==> src/hw/rtl/uts_pkg.sv <==
// Shared types, byte codes and helpers of the UTF-8 text sanitizer.
`default_nettype none

package uts_pkg;

    // Input kinds carried in s_tuser
    localparam logic OP_DATA = 1'b0;
    localparam logic OP_END  = 1'b1;

    // Byte codes
    localparam logic [7:0] B_BEL   = 8'h07;
    localparam logic [7:0] B_TAB   = 8'h09;
    localparam logic [7:0] B_LF    = 8'h0A;
    localparam logic [7:0] B_CR    = 8'h0D;
    localparam logic [7:0] B_ESC   = 8'h1B;
    localparam logic [7:0] B_SPACE = 8'h20;
    localparam logic [7:0] B_CSI_FIN_LO = 8'h40;
    localparam logic [7:0] B_LBRACK = 8'h5B;
    localparam logic [7:0] B_BSLASH = 8'h5C;
    localparam logic [7:0] B_RBRACK = 8'h5D;
    localparam logic [7:0] B_CSI_FIN_HI = 8'h7E;
    localparam logic [7:0] B_DEL   = 8'h7F;
    localparam logic [7:0] B_8F    = 8'h8F;
    localparam logic [7:0] B_90    = 8'h90;
    localparam logic [7:0] B_9F    = 8'h9F;
    localparam logic [7:0] B_A0    = 8'hA0;
    localparam logic [7:0] B_C2    = 8'hC2;
    localparam logic [7:0] B_DF    = 8'hDF;
    localparam logic [7:0] B_E0    = 8'hE0;
    localparam logic [7:0] B_ED    = 8'hED;
    localparam logic [7:0] B_EF    = 8'hEF;
    localparam logic [7:0] B_F0    = 8'hF0;
    localparam logic [7:0] B_F4    = 8'hF4;

    // Command queue geometry
    localparam int QDepth = 4;
    localparam int QAw    = $clog2(QDepth);

    // One command per accepted item that gives a beat: a run of U+FFFD,
    // then a tail of bytes or the closing end-of-text beat.
    typedef struct packed {
        logic [1:0]      fffd_cnt;
        logic [2:0]      tail_len;
        logic            done;
        logic [3:0][7:0] tail;
    } cmd_t;

    // Bytes of U+FFFD in UTF-8
    function automatic logic [7:0] fffd_byte(input logic [1:0] idx);
        logic [7:0] r;
        case (idx)
            2'd0:    r = 8'hEF;
            2'd1:    r = 8'hBF;
            default: r = 8'hBD;
        endcase
        return r;
    endfunction

endpackage

`default_nettype wire

==> src/hw/rtl/utf8_text_sanitizer.sv <==
// Top level of the UTF-8 text sanitizer: front, command queue and back part.
//
// Usage:
//   Input beats arrive on s_tvalid/s_tready with s_tdata = raw byte and
//   s_tuser = kind (0 data byte, 1 end of text). Each accepted beat yields
//   zero to ten output beats on m_tvalid/m_tready: m_tdata = sanitized byte,
//   m_tuser[0] = byte valid, m_tuser[1] = text done, and m_tlast marks the
//   last beat caused by one input beat. An input that yields nothing gives no beat.
// Path: the command of an accepted input is written into the queue; its first
//   output beat is then loaded from the queue head into the output register,
//   which drives m_tvalid, m_tdata, m_tuser and m_tlast.
// Throughput: one input beat per cycle while each gives at most one output
//   beat and m_tready stays high. An input that gives several beats (three
//   per U+FFFD, or a completed multibyte character) holds the back part until
//   they are all out; the four-entry command queue keeps the front accepting
//   meanwhile, and s_tready drops only when that queue is full.
// Reset: rst_n clears escape mode, the CR mark, the held count, the queue
//   and the output register; the block is ready right after reset.
// Stall: while m_tready is low the output beat holds, the queue fills,
//   and then s_tready drops until room frees up.
`default_nettype none

module utf8_text_sanitizer
    import uts_pkg::*;
(
    input  wire logic       clk,
    input  wire logic       rst_n,
    input  wire logic       s_tvalid,
    output logic            s_tready,
    input  wire logic [7:0] s_tdata,   // [7:0] data_byte
    input  wire logic       s_tuser,   // [0] opcode
    output logic            m_tvalid,
    input  wire logic       m_tready,
    output logic [7:0]      m_tdata,   // [7:0] out_byte
    output logic [1:0]      m_tuser,   // [0] byte_valid, [1] text_done
    output logic            m_tlast    // last beat caused by one input beat
);

    // Command path between front and back
    logic push;
    cmd_t push_cmd;
    logic q_full;
    logic q_nonempty;
    logic q_pop;
    cmd_t q_head;

    // Classify each input beat and advance the sanitizer state
    uts_front u_front (
        .clk      (clk),
        .rst_n    (rst_n),
        .s_tvalid (s_tvalid),
        .s_tready (s_tready),
        .s_tdata  (s_tdata),
        .s_tuser  (s_tuser),
        .q_full   (q_full),
        .push     (push),
        .cmd      (push_cmd)
    );

    // Decouple front and back so each can stall on its own
    uts_queue u_queue (
        .clk      (clk),
        .rst_n    (rst_n),
        .push     (push),
        .push_cmd (push_cmd),
        .full     (q_full),
        .nonempty (q_nonempty),
        .pop      (q_pop),
        .head     (q_head)
    );

    // Expand commands into output beats, one per cycle while the receiver takes them
    uts_back u_back (
        .clk        (clk),
        .rst_n      (rst_n),
        .q_nonempty (q_nonempty),
        .q_head     (q_head),
        .q_pop      (q_pop),
        .m_tvalid   (m_tvalid),
        .m_tready   (m_tready),
        .m_tdata    (m_tdata),
        .m_tuser    (m_tuser),
        .m_tlast    (m_tlast)
    );

endmodule

`default_nettype wire

==> src/hw/rtl/uts_front.sv <==
// Front part: escape, line-end and UTF-8 state; turns each item into a command.
`default_nettype none

module uts_front
    import uts_pkg::*;
(
    input  wire logic       clk,
    input  wire logic       rst_n,
    input  wire logic       s_tvalid,
    output logic            s_tready,
    input  wire logic [7:0] s_tdata,
    input  wire logic       s_tuser,
    input  wire logic       q_full,
    output logic            push,
    output cmd_t            cmd
);

    typedef enum logic [2:0] {
        MODE_NORMAL  = 3'd0,
        MODE_ESC     = 3'd1,
        MODE_CSI     = 3'd2,
        MODE_OSC     = 3'd3,
        MODE_OSC_ESC = 3'd4
    } esc_mode_t;

    esc_mode_t       mode_reg, mode_next;
    logic            cr_reg, cr_next;
    logic [1:0]      held_cnt_reg, held_cnt_next;
    logic [2:0]      seq_len_reg, seq_len_next;
    logic [2:0][7:0] held_reg, held_next;

    logic       accept;
    logic [7:0] b;
    logic       cont;
    logic       fresh;

    assign s_tready = ~q_full;
    assign accept   = s_tvalid & s_tready;
    assign b        = s_tdata;

    // Does b continue the held sequence (second-byte range limits included)
    always_comb
    begin
        cont = (b[7:6] == 2'b10);
        if (held_cnt_reg == 2'd1)
        begin
            if ((held_reg[0] == B_E0 && b < B_A0) || (held_reg[0] == B_ED && b > B_9F) ||
                (held_reg[0] == B_F0 && b < B_90) || (held_reg[0] == B_F4 && b > B_8F))
            begin
                cont = 1'b0;
            end
        end
    end

    always_comb
    begin
        mode_next     = mode_reg;
        cr_next       = cr_reg;
        held_cnt_next = held_cnt_reg;
        seq_len_next  = seq_len_reg;
        held_next     = held_reg;
        fresh         = 1'b0;
        cmd.fffd_cnt  = 2'd0;
        cmd.tail_len  = 3'd0;
        cmd.done      = 1'b0;
        cmd.tail      = {b, held_reg[2], held_reg[1], held_reg[0]};

        if (s_tuser == OP_END)
        begin
            cmd.fffd_cnt  = held_cnt_reg;
            cmd.tail_len  = 3'd1;
            cmd.done      = 1'b1;
            mode_next     = MODE_NORMAL;
            cr_next       = 1'b0;
            held_cnt_next = 2'd0;
            seq_len_next  = 3'd0;
        end
        else
        begin
            cr_next = 1'b0;
            unique case (mode_reg)
                MODE_ESC:
                begin
                    if (b == B_LBRACK)
                        mode_next = MODE_CSI;
                    else if (b == B_RBRACK)
                        mode_next = MODE_OSC;
                    else
                        mode_next = MODE_NORMAL;
                end
                MODE_CSI:
                begin
                    if (b >= B_CSI_FIN_LO && b <= B_CSI_FIN_HI)
                        mode_next = MODE_NORMAL;
                end
                MODE_OSC_ESC:
                begin
                    if (b == B_BSLASH || b == B_BEL)
                        mode_next = MODE_NORMAL;
                    else if (b == B_ESC)
                        mode_next = MODE_OSC_ESC;
                    else
                        mode_next = MODE_OSC;
                end
                MODE_OSC:
                begin
                    if (b == B_BEL)
                        mode_next = MODE_NORMAL;
                    else if (b == B_ESC)
                        mode_next = MODE_OSC_ESC;
                end
                default:
                begin
                    mode_next = MODE_NORMAL;
                    if (held_cnt_reg == 2'd0)
                    begin
                        fresh = 1'b1;
                    end
                    else if (seq_len_reg >= 3'd2 && cont)
                    begin
                        if ({1'b0, held_cnt_reg} + 3'd1 >= seq_len_reg)
                        begin
                            // complete sequence; drop C1 code points
                            if (!(held_reg[0] == B_C2 && b <= B_9F))
                            begin
                                cmd.tail[held_cnt_reg] = b;
                                cmd.tail_len = {1'b0, held_cnt_reg} + 3'd1;
                            end
                            held_cnt_next = 2'd0;
                            seq_len_next  = 3'd0;
                        end
                        else
                        begin
                            held_next[held_cnt_reg] = b;
                            held_cnt_next = held_cnt_reg + 2'd1;
                        end
                    end
                    else
                    begin
                        // broken sequence: one U+FFFD per held byte
                        cmd.fffd_cnt  = held_cnt_reg;
                        held_cnt_next = 2'd0;
                        seq_len_next  = 3'd0;
                        fresh         = 1'b1;
                    end

                    if (fresh)
                    begin
                        if (b == B_ESC)
                        begin
                            mode_next = MODE_ESC;
                        end
                        else if (b == B_CR)
                        begin
                            cmd.tail[0]  = B_LF;
                            cmd.tail_len = 3'd1;
                            cr_next      = 1'b1;
                        end
                        else if (b <= B_DEL)
                        begin
                            if (b == B_LF)
                            begin
                                if (!cr_reg)
                                begin
                                    cmd.tail[0]  = b;
                                    cmd.tail_len = 3'd1;
                                end
                            end
                            else if (b == B_TAB || (b >= B_SPACE && b != B_DEL))
                            begin
                                cmd.tail[0]  = b;
                                cmd.tail_len = 3'd1;
                            end
                        end
                        else
                        begin
                            held_next[0]  = b;
                            held_cnt_next = 2'd1;
                            if (b >= B_C2 && b <= B_DF)
                                seq_len_next = 3'd2;
                            else if (b >= B_E0 && b <= B_EF)
                                seq_len_next = 3'd3;
                            else if (b >= B_F0 && b <= B_F4)
                                seq_len_next = 3'd4;
                            else
                                seq_len_next = 3'd1;
                        end
                    end
                end
            endcase
        end
    end

    // Skip items that give no beat
    assign push = accept & ((cmd.fffd_cnt != 2'd0) | (cmd.tail_len != 3'd0));

    always_ff @(posedge clk or negedge rst_n)
    begin
        if (!rst_n)
        begin
            mode_reg     <= MODE_NORMAL;
            cr_reg       <= 1'b0;
            held_cnt_reg <= 2'd0;
            seq_len_reg  <= 3'd0;
        end
        else if (accept)
        begin
            mode_reg     <= mode_next;
            cr_reg       <= cr_next;
            held_cnt_reg <= held_cnt_next;
            seq_len_reg  <= seq_len_next;
        end
    end

    always_ff @(posedge clk)
    begin
        if (accept)
            held_reg <= held_next;
    end

    a_held_only_normal: assert property (@(posedge clk) disable iff (!rst_n)
        held_cnt_reg != 2'd0 |-> mode_reg == MODE_NORMAL)
        else $error("bytes held outside normal text mode");

    a_bad_lead_single: assert property (@(posedge clk) disable iff (!rst_n)
        seq_len_reg == 3'd1 |-> held_cnt_reg == 2'd1)
        else $error("invalid lead byte held with others");

endmodule

`default_nettype wire

==> src/hw/rtl/uts_queue.sv <==
// Short command queue between the front and back parts.
`default_nettype none

module uts_queue
    import uts_pkg::*;
(
    input  wire logic clk,
    input  wire logic rst_n,
    input  wire logic push,
    input  cmd_t      push_cmd,
    output logic      full,
    output logic      nonempty,
    input  wire logic pop,
    output cmd_t      head
);

    localparam logic [QAw:0] DepthCnt = (QAw + 1)'(QDepth);

    cmd_t           mem [QDepth];
    logic [QAw-1:0] wr_ptr_reg, rd_ptr_reg;
    logic [QAw:0]   count_reg, count_next;

    assign full     = (count_reg == DepthCnt);
    assign nonempty = (count_reg != '0);
    assign head     = mem[rd_ptr_reg];

    always_comb
    begin
        count_next = count_reg;
        if (push && !pop)
            count_next = count_reg + 1'b1;
        else if (pop && !push)
            count_next = count_reg - 1'b1;
    end

    always_ff @(posedge clk or negedge rst_n)
    begin
        if (!rst_n)
        begin
            wr_ptr_reg <= '0;
            rd_ptr_reg <= '0;
            count_reg  <= '0;
        end
        else
        begin
            if (push)
                wr_ptr_reg <= wr_ptr_reg + 1'b1;
            if (pop)
                rd_ptr_reg <= rd_ptr_reg + 1'b1;
            count_reg <= count_next;
        end
    end

    always_ff @(posedge clk)
    begin
        if (push)
            mem[wr_ptr_reg] <= push_cmd;
    end

    a_no_overflow: assert property (@(posedge clk) disable iff (!rst_n)
        !(push && full && !pop))
        else $error("command queue overflow");

endmodule

`default_nettype wire

==> src/hw/rtl/uts_back.sv <==
// Back part: expands queued commands into output beats through an output register.
`default_nettype none

module uts_back
    import uts_pkg::*;
(
    input  wire logic        clk,
    input  wire logic        rst_n,
    input  wire logic        q_nonempty,
    input  cmd_t             q_head,
    output logic             q_pop,
    output logic             m_tvalid,
    input  wire logic        m_tready,
    output logic [7:0]       m_tdata,
    output logic [1:0]       m_tuser,
    output logic             m_tlast
);

    logic       m_tvalid_reg;
    logic [7:0] m_tdata_reg;
    logic [1:0] m_tuser_reg;
    logic       m_tlast_reg;

    logic [1:0] fffd_idx_reg, sub_reg, tail_idx_reg;

    logic       load;
    logic       in_fffd;
    logic [7:0] beat_byte;
    logic [1:0] beat_user;
    logic       beat_last;

    assign load    = q_nonempty & (~m_tvalid_reg | m_tready);
    assign in_fffd = fffd_idx_reg < q_head.fffd_cnt;

    always_comb
    begin
        if (in_fffd)
        begin
            beat_byte = fffd_byte(sub_reg);
            beat_user = 2'b01;
            beat_last = (fffd_idx_reg == q_head.fffd_cnt - 2'd1) && (sub_reg == 2'd2) &&
                        (q_head.tail_len == 3'd0);
        end
        else
        begin
            if (q_head.done)
            begin
                beat_byte = 8'h00;
                beat_user = 2'b10;
            end
            else
            begin
                beat_byte = q_head.tail[tail_idx_reg];
                beat_user = 2'b01;
            end
            beat_last = ({1'b0, tail_idx_reg} == q_head.tail_len - 3'd1);
        end
    end

    assign q_pop = load & beat_last;

    always_ff @(posedge clk or negedge rst_n)
    begin
        if (!rst_n)
        begin
            m_tvalid_reg <= 1'b0;
            fffd_idx_reg <= 2'd0;
            sub_reg      <= 2'd0;
            tail_idx_reg <= 2'd0;
        end
        else
        begin
            if (load)
            begin
                m_tvalid_reg <= 1'b1;
                if (beat_last)
                begin
                    fffd_idx_reg <= 2'd0;
                    sub_reg      <= 2'd0;
                    tail_idx_reg <= 2'd0;
                end
                else if (in_fffd)
                begin
                    if (sub_reg == 2'd2)
                    begin
                        sub_reg      <= 2'd0;
                        fffd_idx_reg <= fffd_idx_reg + 2'd1;
                    end
                    else
                    begin
                        sub_reg <= sub_reg + 2'd1;
                    end
                end
                else
                begin
                    tail_idx_reg <= tail_idx_reg + 2'd1;
                end
            end
            else if (m_tready)
            begin
                m_tvalid_reg <= 1'b0;
            end
        end
    end

    always_ff @(posedge clk)
    begin
        if (load)
        begin
            m_tdata_reg <= beat_byte;
            m_tuser_reg <= beat_user;
            m_tlast_reg <= beat_last;
        end
    end

    assign m_tvalid = m_tvalid_reg;
    assign m_tdata  = m_tdata_reg;
    assign m_tuser  = m_tuser_reg;
    assign m_tlast  = m_tlast_reg;

    a_done_beat_shape: assert property (@(posedge clk) disable iff (!rst_n)
        m_tvalid && m_tuser[1] |-> !m_tuser[0] && m_tlast && m_tdata == 8'h00)
        else $error("end-of-text beat malformed");

endmodule

`default_nettype wire

==> config.mk <==
export PLATFORM = sky130hd
export DESIGN_NAME = utf8_text_sanitizer
export DESIGN_NICKNAME = d
export VERILOG_FILES = /design/src/hw/rtl/uts_pkg.sv /design/src/hw/rtl/utf8_text_sanitizer.sv /design/src/hw/rtl/uts_front.sv /design/src/hw/rtl/uts_queue.sv /design/src/hw/rtl/uts_back.sv
export SDC_FILE = /design/constraint.sdc
export NUM_CORES = 1
export LEC_CHECK = 0
export ABC_AREA = 1
export BUFFER_PORTS_ARGS = -buffer_cell sky130_fd_sc_hd__buf_2
export CAP_MARGIN = 5
export CORE_MARGIN = 3
export CORE_UTILIZATION = 68
export CTS_CLUSTER_DIAMETER = 30
export DETAILED_ROUTE_END_ITERATION = 12
export HOLD_SLACK_MARGIN = 0.05
export PLACE_DENSITY = 0.86
export SYNTH_ARGS = -nofsm -noshare
export SYNTH_HDL_FRONTEND = slang
export SYNTH_HIERARCHICAL = 1
export SYNTH_SLANG_ARGS = --single-unit
export TNS_END_PERCENT = 10
==> constraint.sdc <==
create_clock -name clk -period 6.05 [get_ports clk]
set_input_delay 1.21 -clock clk [delete_from_list [all_inputs] [get_ports clk]]
set_output_delay 1.21 -clock clk [all_outputs]
set_load 0.005 [all_outputs]
# == Word level (Yosys, flattened, before mapping) ==
# Memories as Yosys holds them, arrays and structs flattened.
# Index checks and enable logic that the tools add are counted.
# word_totals
ramBits,152
out_inout_bits,13
register_bits,58
n_memories,1
# op_classes
n_bitwise,12
mux,103
addsub,11
magnitude_cmp,21
eq_ne,29
n_reduce_logical,41
# mem_list
memory,words,width,rd,rd_clocked_by_memory_dff,write_ports,line_no,rtl
u_queue.mem,4,38,1,0,1,uts_queue.sv:19,cmd_t mem [QDepth];
# op_table
op,count
32-bit two-way mux,6
8-bit two-way mux,18
3-bit two-way mux,32
8-bit equality test (second input constant),5
2-bit two-way mux,20
32-bit bitwise mux,1
8-bit <= comparator (second input constant),4
24-bit bitwise mux,1
8-bit by 4-bit equality test with 1-bit output (second input constant),3
8-bit by 7-bit equality test with 1-bit output (second input constant),3
8-bit greater-or-equal comparator (second input constant),3
1-bit two-way mux,18
8-bit binary-select mux with 2-bit select,1
8-bit demux with 2-bit select,1
8-bit greater-than comparator (second input constant),2
8-bit by 7-bit <= comparator with 1-bit output (second input constant),2
1-bit logical AND,16
8-bit less-than comparator (second input constant),2
5-bit two-way mux,3
7-bit case mux with 2 select lines,1
2-bit by 1-bit adder with 2-bit output (second input constant),6
3-bit case mux with 4 select lines,1
2-bit nonzero test,5
3-bit AND reduction,3
other kinds (36),60

# == Depth between registers and ports, before layout ==
# depth
depth_word,25
depth_mapped,24
mapped_depth_nobuf,23

# == By module ==
# Netlist, hierarchy kept.
# modules_own_cells
module,instances,cells_per_inst,area_each_um2,seq_area_each_um2
uts_queue,1,492,6597.6,4739.5
uts_front,1,407,2959.1,945.9
uts_back,1,159,1222.4,505.5

# == Least setup slack after synthesis ==
# OpenSTA, ideal clock, no wires.
# synth_path
path_type,input -> register
from,in s_tdata[5]
to,mem u_queue/mem[0][0] in the netlist's numbering (enable)
t_required_ps,5657
arrival_ps,3409
path_buffers,2
slack_ps,2249
stages,15
setup_time_ps,393
path_cell_list,buf_4 nor2_2 nand2_1 inv_2 nand4_4 nand3_2 nand3b_2 nand2_2 nand2_1 nand3_2 nor2_1 nor2_1 clkbuf_1 nand2_1 inv_1
# synth_rtl
item,line_no,rtl
"start, declared",utf8_text_sanitizer.sv:30,"input wire logic [7:0] s_tdata,"
"end, declared",uts_queue.sv:19,

# == Worst setup path after layout ==
# layout_path
from,reg u_front.held_cnt_reg[0]
to,reg u_queue.count_reg[2]
# layout_via
elab_chain_len,19
# layout_lines
item,line_no,rtl
"start, declared",uts_front.sv:28,"logic [1:0] held_cnt_reg, held_cnt_next;"
"start signal, assigned",uts_front.sv:210,held_cnt_reg <= held_cnt_next;
2-bit by 1-bit adder with 3-bit output / 2-bit by 1-bit equality test with 1-bit output (equally long branches),"uts_front.sv:121, uts_front.sv:127, uts_front.sv:45",
3-bit greater-or-equal comparator (tied with other cells),uts_front.sv:121,"if ({1'b0, held_cnt_reg} + 3'd1 >= seq_len_reg)"
3-bit two-way mux / 1-bit logical AND (equally long branches),"uts_front.sv:121, uts_front.sv:119",
3-bit two-way mux,uts_front.sv:119,else if (seq_len_reg >= 3'd2 && cont)
5-bit two-way mux,uts_front.sv:115,if (held_cnt_reg == 2'd0)
"3-bit two-way mux, on equally long branches","uts_front.sv:169, uts_front.sv:163",
3-bit two-way mux,uts_front.sv:161,if (b == B_LF)
3-bit two-way mux,uts_front.sv:159,else if (b <= B_DEL)
[... 4 more ...],--,
5-bit two-way mux *,uts_front.sv:68,if (s_tuser == OP_END)
3-bit nonzero test,uts_front.sv:195,assign push = accept & ((cmd.fffd_cnt != 2'd0) | (cmd.tail_len != 3'd0));
1-bit OR *,uts_front.sv:195,
1-bit bitwise AND *,uts_front.sv:195,
via push,utf8_text_sanitizer.sv:40,logic push;
1-bit logical NOT,uts_queue.sv:32,else if (pop && !push)
1-bit logical AND,uts_queue.sv:32,
2-bit nonzero test (no source line),--,
"end signal, assigned",uts_queue.sv:50,count_reg <= count_next;
"end, declared",uts_queue.sv:21,"logic [QAw:0] count_reg, count_next;"
# The timed path passes the listed nets; every way through them passes the cells marked *. The select of a mux whose other input is x is not followed.
# A chain may end at the register's enable or synchronous reset.

==> flow_metrics.env <==
export IMPL_hp_class="flop to flop"
export IMPL_grt_usage_pct=31.02
export IMPL_cap_violations=0
export IMPL_grt_max_degree=97
export IMPL_seq_area_um2=6195
export IMPL_slew_violations=0
export IMPL_start_util_pct=70.13
export IMPL_num_rows=45
export IMPL_status="complete, no violations"
export IMPL_period_needed_ns=4.196
export IMPL_die_w_um=131.9
export IMPL_ant_nets=0
export IMPL_drc_errors=0
export IMPL_final_cell_mix="254 x nand2_1, 187 x edfxtp_1, 163 x inv_1"
export IMPL_power_density_nw_per_um2=528.0
export IMPL_ys_types=52
export IMPL_diodes=0
export IMPL_drtPass1Iterations=6
export IMPL_ys_seq_elements=210
export IMPL_io_pins=26
export IMPL_fillers=864
export IMPL_post_cts_resized=0
export IMPL_hold_viol=0
export IMPL_clk_latency_ns=0.52
export IMPL_core_um2=15370
export IMPL_grt_pass1_vias=8013
export IMPL_p_leak_uw=0.005166
export IMPL_post_cts_buffers=0
export IMPL_hold_buffers=0
export IMPL_wl_per_cell_um=20.14
export IMPL_largest_reg_flops=152
export IMPL_drt_vias_per_instance=6.018
export IMPL_clk_pin_slew_worst_paths_ns=0.04
export IMPL_drt_iter0_markers=1036
export IMPL_slew_headroom_pct=29.57
export IMPL_grt_pass1_wl_mm=42.64
export IMPL_rsz0062_at_grt="no"
export IMPL_setup_viol_count_final=0
export IMPL_ir_worst_vdd_mv=0.3294
export IMPL_cp_slowest_stage_delay_ns=0.51
export IMPL_cts_sinks=210
export IMPL_syn_inst=1058
export IMPL_tightest_slew_ns=1.056
export IMPL_syn_area_um2=10780
export IMPL_die_area_um2=17400
export IMPL_cts_buffers=41
export IMPL_fp_dieH_um=131.9
export IMPL_critical_path_max_fanout=8
export IMPL_synthToLayoutAreaGrowth_pct=13.98
export IMPL_finalWirelength_mm=26.75
export IMPL_gr_total_overflow=0
export IMPL_cts_tree="yes"
export IMPL_gp_congestion=0.9484
export IMPL_final_nets=1114
export IMPL_cts_buffer_depth=3
export IMPL_multiInputGateArea_um2=3525
export IMPL_portBuffers=25
export IMPL_worst_hold_slack_ns=0.4753
export IMPL_final_cells=1328
export IMPL_finClkSkew_ns=0.01820
export IMPL_crit_top_cell="nand2_1"
export IMPL_cpMaxStageDelayCell="o211ai_1"
export IMPL_finalSetupTns_ns=0
export IMPL_cts_root_buf="clkbuf_16"
export IMPL_period_share_pct=69.36
export IMPL_grt_antenna_before_repair=0
export IMPL_seq_area_frac_synth_pct=57.43
export IMPL_final_common_cell="nand2_1"
export IMPL_path_cells="inv_1, ha_1, ha_1, nand2_1, o211ai_1, nand2_1, inv_1, nand3_1, nand3_1, nor2_1, nor2_1, ha_1, inv_1, fa_1, nand2_1, nand3_1, nand2_1, nand2_1"
export IMPL_critPathArrivalTime_ns=4.57
export IMPL_dp_hpwl_mm=15.54
export IMPL_num_vias=7992
export IMPL_syn_nets=1088
export IMPL_htreeDepth=2
export IMPL_dp_cells=1252
export IMPL_endpoint_kind="flop"
export IMPL_syn_avg_cell_area_um2=10.19
export IMPL_yosysWarnings=6
export IMPL_final_layout_size_suffix_gt1_share_pct=18.62
export IMPL_fmax_ghz=0.2383
export IMPL_crit_required_ns=6.43
export IMPL_criticalPathCategory="flop to flop"
export IMPL_start_kind="flop"
## per-layer routing
layer	routed length [um]	share of wire [%]	vias to the layer above	global-route usage (%)
li1	-	-	3609	-
met1	10180	38	3831	41.51
met2	13150	49	474	50.03
met3	2545	9.5	78	5.992
met4	877	3.3	0	13.71
met5	0	0	-	0
## critical path, delay by kind of cell, from the launching register on
kind	cells	cell delay, ns
AO/OA/AOI/OAI	1	0.51
adder cells (fa/ha/maj)	4	1.40
buffers and inverters	3	0.36
flip-flops	1	0.45
AND/OR/NAND/NOR	10	1.35
## power by group
part | internal [uW] | total, uW | switching [uW]
clock network | 1600 | 2340 | 738
registers | 1920 | 2160 | 243
logic | 609 | 1980 | 1370
## worst paths after layout
| check | cells after the start | slack [ns] | end | startpoint |
|---|---|---|---|---|
| worst max-delay path | 18 | 1.85 | u_queue/count_reg[2]$_DFFE_PN0P_ | u_front/held_cnt_reg[0]$_DFFE_PN0P_ |
| worst min-delay path | 2 | 0.48 | u_front/seq_len_reg[1]$_DFFE_PN0P_ | u_front/seq_len_reg[1]$_DFFE_PN0P_ |
| worst max register to register | 18 | 1.85 | u_queue/count_reg[2]$_DFFE_PN0P_ | u_front/held_cnt_reg[0]$_DFFE_PN0P_ |
| worst min register to register | 2 | 0.48 | u_front/seq_len_reg[1]$_DFFE_PN0P_ | u_front/seq_len_reg[1]$_DFFE_PN0P_ |
| max in group asynchronous | 1 | 4.90 | u_queue/rd_ptr_reg[0]$_DFFE_PN0P_ | rst_n |
| min in group asynchronous | 1 | 0.70 | u_back/tail_idx_reg[0]$_DFFE_PN0P_ | rst_n |
## metrics by stage
stage	setup slack, ns	power [uW]	instance area, um2	util, %
2_1_floorplan	2.249	3588	10780	-
3_3_place_gp	1.964	3940	10850	70.57
3_5_place_dp	1.874	4018	10850	70.57
4_1_cts	1.941	6467	12290	79.93
5_1_grt	1.641	6789	12290	79.93
6_report	1.854	6487	12290	79.93
## synthesized netlist by cell type, drive strengths merged
cell | count | area (um2)
nand3b | 1 | 11.26
o221ai | 1 | 8.760
o21bai | 2 | 15.01
clkinv | 3 | 12.51
fa | 1 | 20.02
nor2 | 72 | 315.3
clkbuf | 7 | 28.78
o2bb2ai | 1 | 8.760
nand3 | 35 | 207.7
o211ai | 79 | 738.2
o2111ai | 2 | 17.52
buf | 43 | 361.6
dfrtp | 23 | 575.6
inv | 174 | 665.6
o22ai | 3 | 18.77
edfxtp | 187 | 5615
nand4 | 11 | 105.1
nand2 | 279 | 1130
a31oi | 7 | 43.79
a41oi | 1 | 8.760
xor2 | 5 | 43.79
nor3 | 10 | 71.32
xnor2 | 2 | 17.52
o21ai | 80 | 452.9
o31ai | 1 | 7.510
a21oi | 11 | 70.07
a21boi | 1 | 7.510
ha | 16 | 200.2
## cell families (layout without fill, tap and decap cells)
logic type	count (synthesis)	in the layout	share of synthesized area (%)
flops	210	210	57.43
buf+inv	227	286	9.913
compound gates	189	189	12.97
xor+xnor	7	7	0.5688
simple gates	408	408	17.07
fa+ha+maj	17	17	2.043
## layout make-up
class,count,share of cell area (%)
Clock buffer,49,9.023
Clock inverter,27,2.689
Inverter,177,5.520
Multi-Input combinational cell,621,28.69
Sequential cell,210,50.42
Tap cell,211,2.149
Timing Repair Buffer,33,1.507
No activity file was read; power rests on OpenSTA's default activity.
